===== config.mk =====
export PLATFORM = sky130hd
export DESIGN_NAME = imvm_cell
export DESIGN_NICKNAME = d
export VERILOG_FILES = /design/src/hdl/imvm_pkg.sv /design/src/hdl/imvm_cell.sv
export SDC_FILE = /design/constraint.sdc
export NUM_CORES = 2
export LEC_CHECK = 0
export BUFFER_PORTS_ARGS = -buffer_cell sky130_fd_sc_hd__buf_2
export CAP_MARGIN = 25
export CORE_ASPECT_RATIO = 1.1
export CORE_MARGIN = 1
export CORE_UTILIZATION = 55
export CTS_CLUSTER_DIAMETER = 40
export DETAILED_ROUTE_END_ITERATION = 10
export PLACE_DENSITY = 0.75
export SLEW_MARGIN = 20
export SYNTH_ARGS = -nofsm -noshare
export SYNTH_HDL_FRONTEND = slang
export SYNTH_SLANG_ARGS = --single-unit

===== constraint.sdc =====
create_clock -name clk -period 7.9 [get_ports clk]
set_input_delay 0 -clock clk [delete_from_list [all_inputs] [get_ports clk]]
set_output_delay 0 -clock clk [all_outputs]
set_load 0.05 [all_outputs]

===== src/hdl/imvm_pkg.sv =====
// ----------------------------------------------------------------------------
// imvm_pkg
// Types, codes and helpers shared by the matrix-vector MAC files.
// ----------------------------------------------------------------------------
package imvm_pkg;

  localparam int IMVM_MAX_DIM_DEFAULT = 16;
  localparam logic [4:0] DIM_RESET = 5'd16;

  localparam logic [1:0] ACT_WRITE = 2'd0;
  localparam logic [1:0] ACT_ADD   = 2'd1;
  localparam logic [1:0] ACT_LOAD  = 2'd2;

  localparam logic REG_NUM_ROWS = 1'b0;
  localparam logic REG_NUM_COLS = 1'b1;

  typedef struct packed {
    logic valid;
    logic first;
    logic last;
  } tok_flags_t;

  typedef struct packed {
    logic wr;
    logic add;
  } mem_ctl_t;

  function automatic logic [4:0] clamp_dim(logic [4:0] v, int max_dim);
    logic [4:0] r;
    r = v;
    if (v == 5'd0) begin
      r = 5'd1;
    end else if (int'(v) > max_dim) begin
      r = 5'(max_dim);
    end
    return r;
  endfunction

endpackage


===== src/hdl/imvm_cell.sv =====
// ----------------------------------------------------------------------------
// imvm_cell
// One matrix row: row storage, multiplier and accumulator; passes the
// vector token to its neighbor every cycle.
// ----------------------------------------------------------------------------
module imvm_cell import imvm_pkg::*; #(
  parameter int MAX_DIM = IMVM_MAX_DIM_DEFAULT
) (
  input  logic                       clk,
  input  logic                       rst,
  input  mem_ctl_t                   ctl,
  input  logic [$clog2(MAX_DIM)-1:0] cmd_addr,
  input  logic [31:0]                cmd_data,
  input  tok_flags_t                 tok_flags_in,
  input  logic [$clog2(MAX_DIM)-1:0] tok_col_in,
  input  logic [31:0]                tok_value_in,
  output tok_flags_t                 tok_flags_out,
  output logic [$clog2(MAX_DIM)-1:0] tok_col_out,
  output logic [31:0]                tok_value_out,
  output logic                       done,
  output logic [31:0]                acc
);

  localparam int AW = $clog2(MAX_DIM);

  logic [31:0]   mem [MAX_DIM];
  logic [31:0]   rdata;
  logic [AW-1:0] rd_addr;
  tok_flags_t    tok_flags_q;
  logic [AW-1:0] tok_col_q;
  logic [31:0]   tok_value_q;
  tok_flags_t    prod_flags;
  logic [31:0]   prod;

  assign rd_addr = tok_flags_in.valid ? tok_col_in : cmd_addr;

  always_ff @(posedge clk) begin
    if (ctl.wr) begin
      mem[cmd_addr] <= ctl.add ? rdata + cmd_data : cmd_data;
    end
    rdata <= mem[rd_addr];
  end

  always_ff @(posedge clk) begin
    tok_col_q   <= tok_col_in;
    tok_value_q <= tok_value_in;
    prod        <= 32'(rdata * tok_value_q);
    if (prod_flags.valid) begin
      acc <= prod_flags.first ? prod : acc + prod;
    end
  end

  always_ff @(posedge clk) begin
    if (rst) begin
      tok_flags_q <= '0;
      prod_flags  <= '0;
      done        <= 1'b0;
    end else begin
      tok_flags_q <= tok_flags_in;
      prod_flags  <= tok_flags_q;
      done        <= prod_flags.valid && prod_flags.last;
    end
  end

  assign tok_flags_out = tok_flags_q;
  assign tok_col_out   = tok_col_q;
  assign tok_value_out = tok_value_q;

endmodule


## Word level (Yosys, flattened, before mapping)

Memories as Yosys holds them, arrays and structs flattened. A register that Yosys moved wholly into a read port is not among the register bits.
Cells that the tools add are included.

| word-level totals | value |
|---|---|
| register bits | 107 |
| bits in writable memories | 512 |
| input bits | 79 |
| output and inout bits | 72 |
| logic and storage cells | 21 |
| memories kept | 1 |

| operators by class | value |
|---|---|
| $add $sub $neg | 2 |
| $mul | 1 |
| multiplexer cells | 5 |
| reduce and logical (&&, ||, !) cells | 1 |

Memory list:

| name | words | width | rd ports | clocked after Yosys merged registers in | wr ports | RTL line | text |
|---|---|---|---|---|---|---|---|
| mem | 16 | 32 | 1 | 1 | 1 | imvm_cell.sv:26 | `logic [31:0] mem [MAX_DIM];` |

Operators with widths:

| cell | number |
|---|---|
| adder 32 bit | 2 |
| two-way mux 32 bit | 2 |
| multiplier 32 x 32 -> 32 bit | 1 |
| two-way mux 4 bit | 1 |
| two-way mux 1 bit | 2 |
| logical AND 1 bit | 1 |

## Longest topological paths before layout

| logic depth | value |
|---|---|
| word-level depth | 2 |
| gate-level depth with buffers | 26 |
| depth with buffers taken out | 24 |

## Worst setup path before layout

No wires, ideal clock.

| timing | value |
|---|---|
| path kind | register -> register |
| start | register tok_value_q[3] (netlist: tok_value_out[3]) |
| end | register prod[29] |
| library setup time | 0.119 ns |
| arrival time | 6.831 ns |
| data required time | 7.781 ns |
| setup slack | 0.950 ns |
| stages on the path, launching flop included | 25 |
| buffers on the path | 2 |
| period minus slack after synthesis | 6.950 ns |
| cell sequence | dfxtp_1 > clkbuf_1 > clkbuf_1 > and2_1 > fa_1 > inv_1 > fa_1 > fa_1 > fa_1 > inv_1 > fa_1 > inv_1 > fa_1 > inv_1 > fa_1 > fa_1 > ha_1 > nand2_1 > or3_1 > a21oi_1 > o21ai_2 > o31ai_1 > o21a_1 > nor2_1 > xnor2_1 |

| between the ends | value |
|---|---|
| longest elaborated chain between the ends | 1 |

RTL lines:

| what | RTL line | text |
|---|---|---|
| from (decl) | imvm_cell.sv:31 | `logic [31:0] tok_value_q;` |
| from (signal assigned) | imvm_cell.sv:46 | `tok_value_q <= tok_value_in;` |
| multiplier 32 x 32 -> 32 bit | imvm_cell.sv:47 | `prod <= 32'(rdata * tok_value_q);` |
| to (signal assigned) | imvm_cell.sv:47 |  |
| to (decl) | imvm_cell.sv:33 | `logic [31:0] prod;` |

No other way between the ends.
A chain may end at the register's enable or synchronous reset.

## Final worst setup path

| timing | value |
|---|---|
| start | register tok_value_q[5] (netlist: tok_value_out[5]) |
| end | register prod[31] |

The elaborated chain is that of the path after synthesis.

==> results by group <==
Detailed routing
  – DR iter-0 viols: approximately 2200
  – DRC: 0
  – DR WL/cell: around 22 um
  – Routed wire length: between 100 and 150 mm
  – Final ANT Viol Nets: 0
  – Via Count: approximately 27000
  – Vias/cell: between 5 and 6
  – First-pass DRT Iterations: 7

Synthesis
  – Synth cell types: 74
  – Seq/Total Area, Yosys: a little over two fifths
  – Synth Register Bits: roughly 650
  – Syn_nets: 3977
  – FFs w/ async S/R, synth: 0%
  – Mapped cell area: about 42000 um^2
  – Synth area leaders: edfxtp_1 (39%), fa_1 (19%), mux4_2 (6.8%)
  – Most common cell in the synthesized netlist: edfxtp_1
  – Synth top cells by count: edfxtp_1 (544), inv_1 (426), fa_1 (410)
  – Post-synth EDFFs: 544
  – Yosys warns: 0
  – Top cell type's share of synthesized area: between 30% and 40%
  – Largest area contributor in the netlist: edfxtp_1
  – Avg Inst Size Synth: approximately 13 um^2
  – Cell count after synthesis: approximately 3300
  – Synth Flop Type: edfxtp_1

Clock tree
  – Maximum clock insertion buffer count: 3
  – Sink Count: between 600 and 700
  – Clock root buffer: clkbuf_16
  – Setup Fix Bufs, Post-CTS: 0
  – CTS tree: done
  – Skew-Pair Late Insertion Delay: around 0.67 ns
  – CTS HTree Levels: 3
  – CTS buffer count: 87
  – Clock slew at reported path FFs: approximately 0.05 ns

Timing
  – Final Setup Violations: 0
  – Least-Margin Pin Slew: 1.07 ns
  – Crit share post-route: 94.0%
  – Slew Viols, Final: 0
  – Min Tclk post-route: between 7 and 8 ns
  – Worst Clk Skew: between 0.05 and 0.06 ns
  – Relative max-transition margin: 28.6%
  – Final hold viol count: 0
  – Setup_tns: 0 ns
  – RSZ-0062 raised after global routing: false
  – Fmax: 135 MHz

Global routing
  – GRT Overall Usage: between 20 and 30%
  – Pin count of the biggest net entering global routing: between 100 and 150
  – Antenna violations before repair: 5
  – Vias in the first global route: about 28000
  – First-pass GRT wire length: 160 mm
  – Grt total ovfl: 0

Placed design
  – Detailed Place HPWL: between 70 and 80 mm
  – Final weighted congestion in routability-driven placement: just under 0.9
  – Input/output buffers: 150
  – # placed instances: between 4000 and 5000

Finish
  – Fin cells: between 4000 and 5000
  – Multi-input gate area: about 22000 um^2
  – Share of cells above drive strength 1: 15.5%
  – Fin nets: between 4000 and 5000
  – Register area: about 18000 um^2
  – # fillers: ~5600
  – Area delta synth->final: 14.7%

Floorplan
  – Ports: roughly 150
  – Core Area: 75900 um^2
  – Die height: slightly below 300 um
  – Initial Util: a little under three fifths
  – Row count: approximately 110
  – Die W: 266 um
  – DIE AREA: between 70000 and 80000 um^2

Critical path
  – Setup crit end kind: register
  – Crit path kind: reg2reg
  – Required @ worst endpoint: 8.37 ns
  – Setup crit start kind: register
  – Critical Path Fanout Max: 28
  – CP Data Arrival Time: a little under 8 ns

Flow run
  – Max-Cap Viols: 0

Hold path
  – Hold Path Class: in2reg

Run status
  – Status: complete, no violations
==> cells by family after synthesis <==
family	after synthesis	synth area share, %
buf+inv	570	5.14
flops	651	43.9
mux	160	7.69
xor+xnor	130	2.70
compound gates	342	5.42
simple gates	855	10.2
fa+ha+maj	595	25.0
==> worst max-delay path: stages, from the launching register on <==
cell	delay (ns)
dfxtp_1	0.90
and2_1	0.26
fa_1	0.42
fa_1	0.49
fa_1	0.52
inv_1	0.05
fa_1	0.48
inv_1	0.06
fa_1	0.49
inv_1	0.05
fa_1	0.53
inv_1	0.05
fa_1	0.49
fa_1	0.42
ha_1	0.34
nand2_1	0.06
or3_1	0.37
a21oi_1	0.30
o21ai_2	0.16
o31ai_1	0.46
nand4_1	0.14
nand2_1	0.10
xnor2_1	0.09
==> flip-flops by register name, summed over array words and instances, names as in the netlist, 3 cells and up <==
name	cells
tok_value_out	32
acc	32
prod	32
prod_flags	3
tok_col_out	4
mem	512
tok_flags_out	3
rdata	32
==> area by class of cell <==
class                           count  area share, %
Antenna cell                        1        0.00518
Clock buffer                      106           4.87
Clock inverter                     57           1.31
Inverter                          427           3.32
Multi-Input combinational cell   2082           44.8
Sequential cell                   651           38.3
Tap cell                         1026           2.66
Timing Repair Buffer              320           4.76
==> cells in the final DEF (no fill, tap or decap), types with 89 or more instances in the layout <==
master	synthesis	final
clkbuf_16	0	89
xnor2_1	93	93
buf_2	15	150
edfxtp_1	544	544
and2_1	337	337
nand2_1	357	357
fa_1	410	410
dfxtp_1	107	106
inv_1	426	426
mux4_2	128	128
ha_1	185	185
dlygate4sd3_1	0	99
==> repair_timing <==
action                    CTS  global route
hold endpoints to repair  489            26
resized for setup           0             0
hold buffers               96             3
==> final timing paths <==
path / startpoint / endpoint / slack, ns / cells past startpoint
min: tok_value_in[9] / tok_value_out[9] / 0.02 / 2
min reg2reg: prod_flags[0] / done / 0.42 / 2
max: tok_value_out[5] / prod[31] / 0.48 / 22
max reg2reg: tok_value_out[5] / prod[31] / 0.48 / 22
==> metal layers <==
| metal | vias to the layer above | GRT usage [%] | part of all wire, % |
|---|---|---|---|
| li1 | 11765 | - | - |
| met1 | 13528 | 36.4 | 39 |
| met2 | 1087 | 45.5 | 49 |
| met3 | 232 | 5.02 | 8.4 |
| met4 | 2 | 9.80 | 3.3 |
| met5 | - | 0 | 0.013 |
==> through the flow <==
step / worst slack [ns] / area [um^2] / hold slack (ns) / utilization [%]
floorplan: 0.950 / 42100 / 0.0277 / -
global placement: 0.645 / 44300 / 0.102 / 58.4
detailed placement: 0.531 / 44300 / 0.104 / 58.4
CTS: 0.482 / 48200 / 0.000632 / 63.6
global route: 0.130 / 48300 / 0.0329 / 63.6
finish: 0.478 / 48300 / 0.0208 / 63.6
Power is not shown: default switching activity piles up to over one toggle a cycle in this logic, so the estimate is an artifact.
